**config.mk**
```make
export PLATFORM = sky130hd
export DESIGN_NAME = pixel_colour_key_modulate_blend_flat
export DESIGN_NICKNAME = d
export VERILOG_FILES = /design/src/hdl/pcmb_pkg.sv /design/src/hdl/pcmb_stream_if.sv /design/src/hdl/pcmb_cfg_regs.sv /design/src/hdl/pcmb_modulate.sv /design/src/hdl/pcmb_blend_mul.sv /design/src/hdl/pcmb_combine.sv /design/src/hdl/pixel_colour_key_modulate_blend.sv /design/src/flat_wrapper.sv
export SDC_FILE = /design/constraint.sdc
export NUM_CORES = 2
export LEC_CHECK = 0
export BUFFER_PORTS_ARGS = -buffer_cell sky130_fd_sc_hd__buf_2
export CAP_MARGIN = 20
export CORE_UTILIZATION = 38
export CTS_BUF_LIST = sky130_fd_sc_hd__clkbuf_4
export DETAILED_ROUTE_END_ITERATION = 10
export GPL_TIMING_DRIVEN = 0
export SYNTH_ARGS = -nofsm -noshare
export SYNTH_HDL_FRONTEND = slang
export SYNTH_HIERARCHICAL = 1
export SYNTH_SLANG_ARGS = --single-unit
```
**constraint.sdc**
```tcl
create_clock -name clk -period 7.8 [get_ports clk]
set_input_delay 1.17 -clock clk [delete_from_list [all_inputs] [get_ports clk]]
set_output_delay 1.17 -clock clk [all_outputs]
set_load 0.05 [all_outputs]
```
**src/hdl/pcmb_pkg.sv**
```systemverilog
// Types, codes and the rounded divide-by-255 product of the compositing unit
package pcmb_pkg;

  localparam int CFG_IDX_W = 3;
  localparam int CFG_DATA_W = 32;

  localparam logic [CFG_IDX_W-1:0] REG_BLEND_MODE = 3'd0;
  localparam logic [CFG_IDX_W-1:0] REG_KEY_ENABLE = 3'd1;
  localparam logic [CFG_IDX_W-1:0] REG_KEY_VALUE  = 3'd2;
  localparam logic [CFG_IDX_W-1:0] REG_RED_MOD    = 3'd3;
  localparam logic [CFG_IDX_W-1:0] REG_GREEN_MOD  = 3'd4;
  localparam logic [CFG_IDX_W-1:0] REG_BLUE_MOD   = 3'd5;
  localparam logic [CFG_IDX_W-1:0] REG_ALPHA_MOD  = 3'd6;

  localparam logic [2:0] MODE_COPY = 3'd0;
  localparam logic [2:0] MODE_OVER = 3'd1;
  localparam logic [2:0] MODE_ADD  = 3'd2;
  localparam logic [2:0] MODE_MUL  = 3'd3;
  localparam logic [2:0] MODE_AMUL = 3'd4;

  localparam logic [7:0] FULL_SCALE = 8'd255;

  typedef struct packed {
    logic [CFG_IDX_W-1:0]  index;
    logic [CFG_DATA_W-1:0] value;
  } cfg_wr_t;

  typedef struct packed {
    logic [2:0]  blend_mode;
    logic        key_enable;
    logic [31:0] key_value;
    logic [7:0]  red_mod;
    logic [7:0]  green_mod;
    logic [7:0]  blue_mod;
    logic [7:0]  alpha_mod;
  } cfg_t;

  typedef struct packed {
    logic [31:0] src_raw;
    logic [7:0]  src_red;
    logic [7:0]  src_green;
    logic [7:0]  src_blue;
    logic [7:0]  src_alpha;
    logic [7:0]  dst_red;
    logic [7:0]  dst_green;
    logic [7:0]  dst_blue;
    logic [7:0]  dst_alpha;
  } pix_in_t;

  typedef struct packed {
    logic       write_enable;
    logic [7:0] out_red;
    logic [7:0] out_green;
    logic [7:0] out_blue;
    logic [7:0] out_alpha;
  } pix_out_t;

  typedef struct packed {
    logic            key_hit;
    logic [2:0][7:0] s;
    logic [7:0]      sa;
    logic [2:0][7:0] d;
    logic [7:0]      da;
  } mod_t;

  typedef struct packed {
    logic            key_hit;
    logic [2:0][7:0] s;
    logic [7:0]      sa;
    logic [2:0][7:0] d;
    logic [7:0]      da;
    logic [2:0][7:0] ss;
    logic [2:0][7:0] dinv;
    logic [2:0][7:0] sd;
    logic [7:0]      dainv;
  } prod_t;

  function automatic logic [7:0] mul255(input logic [7:0] a, input logic [7:0] b);
    logic [15:0] t;
    logic [15:0] u;
    t = 16'(a) * 16'(b) + 16'd128;
    u = t + (t >> 8);
    return u[15:8];
  endfunction

endpackage

```
**src/hdl/pcmb_stream_if.sv**
```systemverilog
// Valid/ready channel carrying one word of a given payload type
interface pcmb_stream_if #(parameter type word_t = logic);
  logic  valid;
  logic  ready;
  word_t data;

  modport source (output valid, output data, input ready);
  modport sink (input valid, input data, output ready);
endinterface

```
**src/hdl/pcmb_cfg_regs.sv**
```systemverilog
// Configuration register file of the compositing unit
module pcmb_cfg_regs (
  input  logic          clk,
  input  logic          rst_n,
  pcmb_stream_if.sink   cfg_ch,
  output pcmb_pkg::cfg_t cfg
);
  import pcmb_pkg::*;

  cfg_t cfg_r;

  assign cfg_ch.ready = 1'b1;
  assign cfg = cfg_r;

  always_ff @(posedge clk) begin
    if (!rst_n) begin
      cfg_r.blend_mode <= MODE_COPY;
      cfg_r.key_enable <= 1'b0;
      cfg_r.key_value  <= 32'd0;
      cfg_r.red_mod    <= FULL_SCALE;
      cfg_r.green_mod  <= FULL_SCALE;
      cfg_r.blue_mod   <= FULL_SCALE;
      cfg_r.alpha_mod  <= FULL_SCALE;
    end else if (cfg_ch.valid) begin
      case (cfg_ch.data.index)
        REG_BLEND_MODE: cfg_r.blend_mode <= cfg_ch.data.value[2:0];
        REG_KEY_ENABLE: cfg_r.key_enable <= cfg_ch.data.value[0];
        REG_KEY_VALUE:  cfg_r.key_value  <= cfg_ch.data.value[31:0];
        REG_RED_MOD:    cfg_r.red_mod    <= cfg_ch.data.value[7:0];
        REG_GREEN_MOD:  cfg_r.green_mod  <= cfg_ch.data.value[7:0];
        REG_BLUE_MOD:   cfg_r.blue_mod   <= cfg_ch.data.value[7:0];
        REG_ALPHA_MOD:  cfg_r.alpha_mod  <= cfg_ch.data.value[7:0];
        default: begin
        end
      endcase
    end
  end
endmodule

```
**src/hdl/pcmb_modulate.sv**
```systemverilog
// First stage: colour key compare and source modulation
module pcmb_modulate (
  input  logic              clk,
  input  logic              rst_n,
  input  pcmb_pkg::cfg_t    cfg,
  input  logic              up_valid,
  input  pcmb_pkg::pix_in_t up_data,
  output logic              up_ready,
  output logic              dn_valid,
  output pcmb_pkg::mod_t    dn_data,
  input  logic              dn_ready
);
  import pcmb_pkg::*;

  logic valid_r;
  mod_t data_r;
  mod_t data_nxt;

  assign up_ready = !valid_r || dn_ready;
  assign dn_valid = valid_r;
  assign dn_data  = data_r;

  always_comb begin
    data_nxt.key_hit = cfg.key_enable && (up_data.src_raw == cfg.key_value);
    data_nxt.s[0]    = mul255(up_data.src_red, cfg.red_mod);
    data_nxt.s[1]    = mul255(up_data.src_green, cfg.green_mod);
    data_nxt.s[2]    = mul255(up_data.src_blue, cfg.blue_mod);
    data_nxt.sa      = mul255(up_data.src_alpha, cfg.alpha_mod);
    data_nxt.d[0]    = up_data.dst_red;
    data_nxt.d[1]    = up_data.dst_green;
    data_nxt.d[2]    = up_data.dst_blue;
    data_nxt.da      = up_data.dst_alpha;
  end

  always_ff @(posedge clk) begin
    if (!rst_n) begin
      valid_r <= 1'b0;
    end else if (up_ready) begin
      valid_r <= up_valid;
    end
  end

  always_ff @(posedge clk) begin
    if (up_valid && up_ready) begin
      data_r <= data_nxt;
    end
  end
endmodule

```
**src/hdl/pcmb_blend_mul.sv**
```systemverilog
// Second stage: blend products of source, destination and alpha
module pcmb_blend_mul (
  input  logic            clk,
  input  logic            rst_n,
  input  logic            up_valid,
  input  pcmb_pkg::mod_t  up_data,
  output logic            up_ready,
  output logic            dn_valid,
  output pcmb_pkg::prod_t dn_data,
  input  logic            dn_ready
);
  import pcmb_pkg::*;

  logic       valid_r;
  prod_t      data_r;
  prod_t      data_nxt;
  logic [7:0] inv;

  assign up_ready = !valid_r || dn_ready;
  assign dn_valid = valid_r;
  assign dn_data  = data_r;
  assign inv      = FULL_SCALE - up_data.sa;

  always_comb begin
    data_nxt.key_hit = up_data.key_hit;
    data_nxt.s       = up_data.s;
    data_nxt.sa      = up_data.sa;
    data_nxt.d       = up_data.d;
    data_nxt.da      = up_data.da;
    for (int i = 0; i < 3; i++) begin
      data_nxt.ss[i]   = mul255(up_data.s[i], up_data.sa);
      data_nxt.dinv[i] = mul255(up_data.d[i], inv);
      data_nxt.sd[i]   = mul255(up_data.s[i], up_data.d[i]);
    end
    data_nxt.dainv = mul255(up_data.da, inv);
  end

  always_ff @(posedge clk) begin
    if (!rst_n) begin
      valid_r <= 1'b0;
    end else if (up_ready) begin
      valid_r <= up_valid;
    end
  end

  always_ff @(posedge clk) begin
    if (up_valid && up_ready) begin
      data_r <= data_nxt;
    end
  end
endmodule

```
**src/hdl/pcmb_combine.sv**
```systemverilog
// Third stage: mode select, final sums and the output register
module pcmb_combine (
  input  logic               clk,
  input  logic               rst_n,
  input  pcmb_pkg::cfg_t     cfg,
  input  logic               up_valid,
  input  pcmb_pkg::prod_t    up_data,
  output logic               up_ready,
  output logic               dn_valid,
  output pcmb_pkg::pix_out_t dn_data,
  input  logic               dn_ready
);
  import pcmb_pkg::*;

  logic            valid_r;
  pix_out_t        data_r;
  pix_out_t        data_nxt;
  logic [2:0][7:0] colour;
  logic [7:0]      alpha;
  logic [8:0]      sat_sum;

  assign up_ready = !valid_r || dn_ready;
  assign dn_valid = valid_r;
  assign dn_data  = data_r;

  always_comb begin
    colour  = up_data.s;
    alpha   = up_data.sa;
    sat_sum = 9'd0;
    case (cfg.blend_mode)
      MODE_COPY: begin
        colour = up_data.s;
        alpha  = up_data.sa;
      end
      MODE_OVER: begin
        for (int i = 0; i < 3; i++) begin
          colour[i] = up_data.ss[i] + up_data.dinv[i];
        end
        alpha = up_data.sa + up_data.dainv;
      end
      MODE_ADD: begin
        for (int i = 0; i < 3; i++) begin
          sat_sum   = {1'b0, up_data.ss[i]} + {1'b0, up_data.d[i]};
          colour[i] = sat_sum[8] ? FULL_SCALE : sat_sum[7:0];
        end
        alpha = up_data.da;
      end
      MODE_MUL: begin
        colour = up_data.sd;
        alpha  = up_data.da;
      end
      MODE_AMUL: begin
        for (int i = 0; i < 3; i++) begin
          colour[i] = mul255(up_data.sd[i], up_data.sa) + up_data.dinv[i];
        end
        alpha = up_data.da;
      end
      default: begin
        colour = up_data.s;
        alpha  = up_data.sa;
      end
    endcase

    if (up_data.key_hit) begin
      data_nxt = '0;
    end else begin
      data_nxt.write_enable = 1'b1;
      data_nxt.out_red      = colour[0];
      data_nxt.out_green    = colour[1];
      data_nxt.out_blue     = colour[2];
      data_nxt.out_alpha    = alpha;
    end
  end

  always_ff @(posedge clk) begin
    if (!rst_n) begin
      valid_r <= 1'b0;
    end else if (up_ready) begin
      valid_r <= up_valid;
    end
  end

  always_ff @(posedge clk) begin
    if (up_valid && up_ready) begin
      data_r <= data_nxt;
    end
  end
endmodule

```
**src/hdl/pixel_colour_key_modulate_blend.sv**
```systemverilog
// Pixel compositing unit: colour key, source modulation and blend modes
//
// Takes one pixel word per clock and returns one result word per clock while
// the output is not stalled. The three register stages are set by the chain
// of rounded divide-by-255 products: modulation, the blend products, then the
// alpha-weighted product with the final sums and selection in front of the
// output register. A stall at the output holds every stage in place; bubbles
// in the pipeline still fill while the output waits. The configuration port
// is always ready and takes effect at once, so write it only while no pixel
// is in flight.
module pixel_colour_key_modulate_blend (
  input  logic          clk,
  input  logic          rst_n,
  pcmb_stream_if.sink   in_ch,
  pcmb_stream_if.source out_ch,
  pcmb_stream_if.sink   cfg_ch
);
  import pcmb_pkg::*;

  cfg_t     cfg;
  logic     mod_valid;
  logic     mod_ready;
  mod_t     mod_data;
  logic     prod_valid;
  logic     prod_ready;
  prod_t    prod_data;
  pix_out_t res_data;

  pcmb_cfg_regs u_cfg_regs (
    .clk    (clk),
    .rst_n  (rst_n),
    .cfg_ch (cfg_ch),
    .cfg    (cfg)
  );

  pcmb_modulate u_modulate (
    .clk      (clk),
    .rst_n    (rst_n),
    .cfg      (cfg),
    .up_valid (in_ch.valid),
    .up_data  (in_ch.data),
    .up_ready (in_ch.ready),
    .dn_valid (mod_valid),
    .dn_data  (mod_data),
    .dn_ready (mod_ready)
  );

  pcmb_blend_mul u_blend_mul (
    .clk      (clk),
    .rst_n    (rst_n),
    .up_valid (mod_valid),
    .up_data  (mod_data),
    .up_ready (mod_ready),
    .dn_valid (prod_valid),
    .dn_data  (prod_data),
    .dn_ready (prod_ready)
  );

  pcmb_combine u_combine (
    .clk      (clk),
    .rst_n    (rst_n),
    .cfg      (cfg),
    .up_valid (prod_valid),
    .up_data  (prod_data),
    .up_ready (prod_ready),
    .dn_valid (out_ch.valid),
    .dn_data  (res_data),
    .dn_ready (out_ch.ready)
  );

  assign out_ch.data = res_data;
endmodule

```
**src/flat_wrapper.sv**
```systemverilog
// flat-port wrapper written by rule: the top's interface ports become plain ports
module pixel_colour_key_modulate_blend_flat import pcmb_pkg::*;
  (clk, rst_n, in_ch_valid, in_ch_data, in_ch_ready, out_ch_valid, out_ch_data, out_ch_ready, cfg_ch_valid, cfg_ch_data, cfg_ch_ready);
  pcmb_stream_if #(.word_t(pix_in_t)) in_ch_i ();
  pcmb_stream_if #(.word_t(pix_out_t)) out_ch_i ();
  pcmb_stream_if #(.word_t(cfg_wr_t)) cfg_ch_i ();
  input  logic clk;
  input  logic rst_n;
  input wire logic [$bits(in_ch_i.valid)-1:0] in_ch_valid;
  input wire logic [$bits(in_ch_i.data)-1:0] in_ch_data;
  output wire logic [$bits(in_ch_i.ready)-1:0] in_ch_ready;
  output wire logic [$bits(out_ch_i.valid)-1:0] out_ch_valid;
  output wire logic [$bits(out_ch_i.data)-1:0] out_ch_data;
  input wire logic [$bits(out_ch_i.ready)-1:0] out_ch_ready;
  input wire logic [$bits(cfg_ch_i.valid)-1:0] cfg_ch_valid;
  input wire logic [$bits(cfg_ch_i.data)-1:0] cfg_ch_data;
  output wire logic [$bits(cfg_ch_i.ready)-1:0] cfg_ch_ready;
  assign in_ch_i.valid = in_ch_valid;
  assign in_ch_i.data = in_ch_data;
  assign in_ch_ready = in_ch_i.ready;
  assign out_ch_valid = out_ch_i.valid;
  assign out_ch_data = out_ch_i.data;
  assign out_ch_i.ready = out_ch_ready;
  assign cfg_ch_i.valid = cfg_ch_valid;
  assign cfg_ch_i.data = cfg_ch_data;
  assign cfg_ch_ready = cfg_ch_i.ready;
  pixel_colour_key_modulate_blend u_core (.clk(clk), .rst_n(rst_n), .in_ch(in_ch_i), .out_ch(out_ch_i), .cfg_ch(cfg_ch_i));
endmodule
```
# Word level (Yosys, flattened, before mapping)
# Cells that the tools add are included.
[totals]
wordCells = 141
register_bits = 314
[op_classes]
multipliers = 17
n_reduce_logical = 19
n_eq_ne = 11
mux = 6
n_addsub = 45
[ops]
columns = ["cell", "n"]
rows = [
  ["16-bit by 8-bit adder with 16-bit output", 17],
  ["16-bit by 8-bit adder with 16-bit output, second input constant", 17],
  ["8-bit by 8-bit multiplier with 16-bit output", 17],
  ["24-bit case mux with 4 select lines", 1],
  ["8-bit adder", 7],
  ["33-bit 2-to-1 mux", 1],
  ["32-bit == test", 1],
  ["8-bit by 8-bit adder with 9-bit output", 3],
  ["8-bit 2-to-1 mux", 3],
  ["8-bit case mux with 2 select lines", 1],
  ["2-bit AND reduction", 7],
  ["3-bit by 2-bit == test with 1-bit output, second input constant", 4],
  ["3-bit == test, second input constant", 4],
  ["8-bit subtractor, first input constant", 1],
  ["3-bit by 1-bit == test with 1-bit output, second input constant", 2],
  ["1-bit logical AND", 4],
  ["1-bit zero test", 3],
  ["3-bit zero test", 1],
  ["1-bit logical OR", 3],
  ["3-bit OR reduction", 1],
]

# Logic depth before layout (Yosys ltp)
[depth]
word_depth = 6
ltp_mapped = 38
mapped_depth_nobuf = 37

# Modules after synthesis
# Netlist, hierarchy kept.
[by_module_without_submodules]
columns = ["mod", "area_each_um2", "seq_area_each_um2", "n_inst", "cells_per_inst"]
rows = [
  ["pcmb_blend_mul", 29756.0, 4374.2, 1, 3152],
  ["pcmb_combine", 12663.4, 1011.0, 1, 1538],
  ["pcmb_modulate", 12438.2, 1971.9, 1, 1296],
  ["pcmb_cfg_regs", 2768.9, 1361.3, 1, 273],
]

# Worst setup path before layout
# No wires, ideal clock.
[synth_path]
path_type = "register to register"
startpoint = "register u_core.u_blend_mul.data_r, in the netlist u_core/u_blend_mul/dn_data[113]"
endpoint = "register u_core.u_combine.data_r, in the netlist u_core/u_combine/dn_data[22] (data pin)"
arrival_time_ns = 7.670
period_less_slack_ns = 7.816
slack_ns = -0.016
n_path_buf = 2
path_stages_with_launch = 37
setup_time_ns = 0.146
cell_sequence = "edfxtp_1 clkbuf_1 nand2_1 fa_1 fa_1 inv_1 fa_1 inv_1 fa_1 inv_1 ha_1 buf_6 a21oi_1 o21ai_0 xor2_1 ha_1 nand3_1 a2111oi_0 or3b_1 maj3_2 a311oi_1 a21oi_1 a31oi_1 xor2_1 o21ai_1 ha_1 inv_1 fa_1 nor2b_1 o21ai_0 nand2b_1 a21o_1 a21oi_1 xnor2_1 o22ai_1 a221o_1 a21oi_1"
[synth_between]
elab_chain_cells = 5
[synth_rtl]
columns = ["item", "line_no", "text"]
rows = [
  ["start, declared", "pcmb_blend_mul.sv:15", "prod_t data_r;"],
  ["start signal, assigned", "pcmb_blend_mul.sv:48", "data_r <= data_nxt;"],
  ["8-bit by 8-bit multiplier with 16-bit output", "pcmb_pkg.sv:81", "t = 16'(a) * 16'(b) + 16'd128;"],
  ["16-bit by 8-bit adder with 16-bit output", "pcmb_pkg.sv:81", ""],
  ["16-bit by 8-bit adder with 16-bit output", "pcmb_pkg.sv:82", "u = t + (t >> 8);"],
  ["8-bit adder", "pcmb_combine.sv:54", "colour[i] = mul255(up_data.sd[i], up_data.sa) + up_data.dinv[i];"],
  ["24-bit case mux with 4 select lines", "pcmb_combine.sv:30", "case (cfg.blend_mode)"],
  ["end signal, assigned", "pcmb_combine.sv:85", "data_r <= data_nxt;"],
  ["end, declared", "pcmb_combine.sv:16", "pix_out_t data_r;"],
]
# No other way between the ends.
# A chain may end at the register's enable or synchronous reset.

# Worst setup path after layout
# Ends and elaborated chain as after synthesis.

==> results.json <==
{
  "rsz0062_at_grt": "true",
  "dpl.cell_count": 8452,
  "timing.final.max_slew_violations": 0,
  "critPathArrivalTime_ps": 9060,
  "clock_latency_ps": 1050,
  "die_height_um": 391.4,
  "row_count": 142,
  "cts_hold_buf": 0,
  "io_pins": 172,
  "period_needed_ps": 8218,
  "worstMarginPinSlew_ps": 1058,
  "synthesis.nets": 7846,
  "synth_top_cells_by_count": "inv_1, ha_1, fa_1",
  "fillCellCount": 14628,
  "drt-initial-drc-count": 2955,
  "synthFlopType": "edfxtp_1",
  "top_layer": "met5",
  "die_x_um": 391.4,
  "routed_wl_um": 169200,
  "gp_congestion": 0.9291,
  "ys_seq_area_share_pct": 15.13,
  "hold_violations": 0,
  "crit_fanout": 10,
  "worstPathRequired_ps": 8640,
  "startpoint": "u_core/u_blend_mul/dn_data[113]$_DFFE_PP_",
  "h-tree-depth": 3,
  "path_common_cell": "inv_1",
  "route.met3.wl_um": 10020,
  "drt_pass1_iterations": 6,
  "via_per_inst": 5.173,
  "die_area_um2": 153200,
  "finClkSkew_ps": 86.88,
  "slowest_stage": "edfxtp_1",
  "antenna_found_initial": 16,
  "nets": 8274,
  "fin_cells": 8780,
  "crit_type": "flop to flop",
  "synthCells": 6259,
  "grt_max_degree": 56,
  "finalCritPeriodShare_pct": 105.4,
  "cts_root_buffer": "clkbuf_4",
  "tritoncts": "done",
  "dr_wl_met2_um": 78720,
  "synthTopCellsByArea": "fa_1, ha_1, edfxtp_1",
  "clock_sinks": 314,
  "status": "finished, violations left",
  "fmax_ghz": 0.1217,
  "r2r-start": "u_core/u_blend_mul/dn_data[113]$_DFFE_PP_",
  "critical_path.endpoint_type": "flop",
  "synth-edff-count": 243,
  "numCtsBuffers": 90,
  "synth-seq-cells": 314,
  "relSlewSlack_pct": 29.48,
  "met1Wirelength_um": 74910,
  "crit_path_start_kind": "flop",
  "timing.final.ws_setup_ps": -418.3,
  "port_buffers": 170,
  "async_flop_share_pct": 0,
  "syn_area_per_cell_um2": 9.207,
  "final-setup-viol-count": 12,
  "initial_core_util_pct": 38.38,
  "ant_nets": 0,
  "dp.final_hpwl_um": 133600,
  "synth.distinct_cells": 132,
  "drcViolationCount": 0,
  "grt_pass1_wl_um": 264000,
  "wl_per_cell_um": 19.27,
  "violations": "setup timing",
  "cap_violations": 0,
  "hp-start": "in_ch_data[11]",
  "syn_to_final_growth_pct": 13.06,
  "cp_slowest_stage_delay_ps": 520,
  "core_um2": 150100,
  "yosys_warnings": 6,
  "num_vias": 45418,
  "drive_above_1_share_pct": 12.94,
  "grt_pass1_vias": 46610,
  "hp-class": "input port to flop",
  "yosysMostFrequentCell": "inv_1",
  "gr-total-overflow": 0,
  "synth.largest_area_cell": "fa_1",
  "cts_buffer_depth": 3,
  "tns_ps": -2537,
  "synth_top_area_share_pct": 22.09,
  "synth.cell_area_um2": 57630,
  "grtUsageTotal_pct": 22.24,
  "clk_pin_slew_ps": 70
}
path summary, 6_finish.rpt:
check                           slack, ps                                    endpoint  cells after the start
worst max register to register       -420  u_core/u_combine/dn_data[22]$_SDFFCE_PP0P_                     39
worst min register to register        470      u_core/u_cfg_regs/cfg[54]$_SDFFE_PN0P_                      2
worst max-delay path                 -420  u_core/u_combine/dn_data[22]$_SDFFCE_PP0P_                     39
worst min-delay path                  310     u_core/u_modulate/dn_data[27]$_DFFE_PP_                      1
flip-flops by register name (all words and copies together), names as in the netlist:
register and flops:
u_core/u_blend_mul/dn_data 145, u_core/u_blend_mul/dn_valid 1, u_core/u_cfg_regs/cfg 68, u_core/u_combine/dn_data 33
u_core/u_combine/dn_valid 1, u_core/u_modulate/dn_data 65, u_core/u_modulate/dn_valid 1
cell usage in the layout, fill, tap and decap left out, drive strengths merged, types with 71 or more instances in the layout:
cell    count
a21o       76
a21oi     202
and2      607
buf       380
clkbuf    260
dfxtp      71
edfxtp    243
fa        636
ha        815
inv      1037
mux2i      90
nand2     458
nand2b    116
nand3      88
nor2      186
nor2b     262
o21ai     151
xnor2     256
xor2      116
repair_timing:
item | CTS | global route
pin swaps | 97 | 90
setup endpoints to repair | 38 | 62
hold endpoints to repair | 0 | 0
resized for setup | 198 | 203
setup buffers | 113 | 51
per-stage QoR:
stage | hold WS (ps) | setup slack [ps] | area (µm²) | util [%]
floorplan | 400.3 | 15.12 | 57630 | -
global placement | 451.3 | -1888 | 61000 | 40.63
detailed placement | 461.5 | -1971 | 61160 | 40.74
CTS | 173.0 | -226.9 | 64050 | 42.66
global route | 222.0 | -651.4 | 65130 | 43.38
finish | 306.6 | -418.3 | 65150 | 43.40
critical path: cells and delay by family, from the launching register on:
| family | cells | cell delay (ps) |
|---|---|---|
| AO/OA/AOI/OAI | 12 | 1940 |
| XOR/XNOR | 2 | 410 |
| adder cells (fa/ha/maj) | 10 | 3340 |
| buffers and inverters | 8 | 660 |
| flip-flops | 1 | 520 |
| AND/OR/NAND/NOR | 7 | 1170 |
metal layers:
metal | vias up | track usage (%)
li1 | 21458 | -
met3 | 292 | 3.425
met2 | 1273 | 36.55
met1 | 22385 | 29.43
met5 | - | 0
met4 | 10 | 8.078
final cells by class:
| class | count | area, µm² | area share [%] |
|---|---|---|---|
| Antenna cell | 9 | 22.52 | 0.03457 |
| Multi-Input combinational cell | 4723 | 45460 | 69.78 |
| Inverter | 1037 | 3892 | 5.975 |
| Tap cell | 2016 | 2522 | 3.872 |
| Clock buffer | 120 | 900.9 | 1.383 |
| Timing Repair Buffer | 341 | 2320 | 3.561 |
| Clock inverter | 40 | 290.3 | 0.4456 |
| Sequential cell | 314 | 8718 | 13.38 |
| Buffer | 180 | 1025 | 1.573 |
kinds of logic (layout without fill, tap and decap cells):
family	count (synthesis)	count (layout)	share of synthesized area (%)
buffers and inverters	1222	1718	8.151
flip-flops	314	314	15.13
adder cells (fa/ha/maj)	1466	1466	40.07
AO/OA/AOI/OAI	812	812	10.12
multiplexers	93	93	1.628
AND/OR/NAND/NOR	1965	1965	18.59
other	1	10	0.006507
XOR/XNOR	386	386	6.310
Power is left out: the tool's default activity adds up to more than one toggle a clock period on the data nets, which glitch-free logic cannot reach.
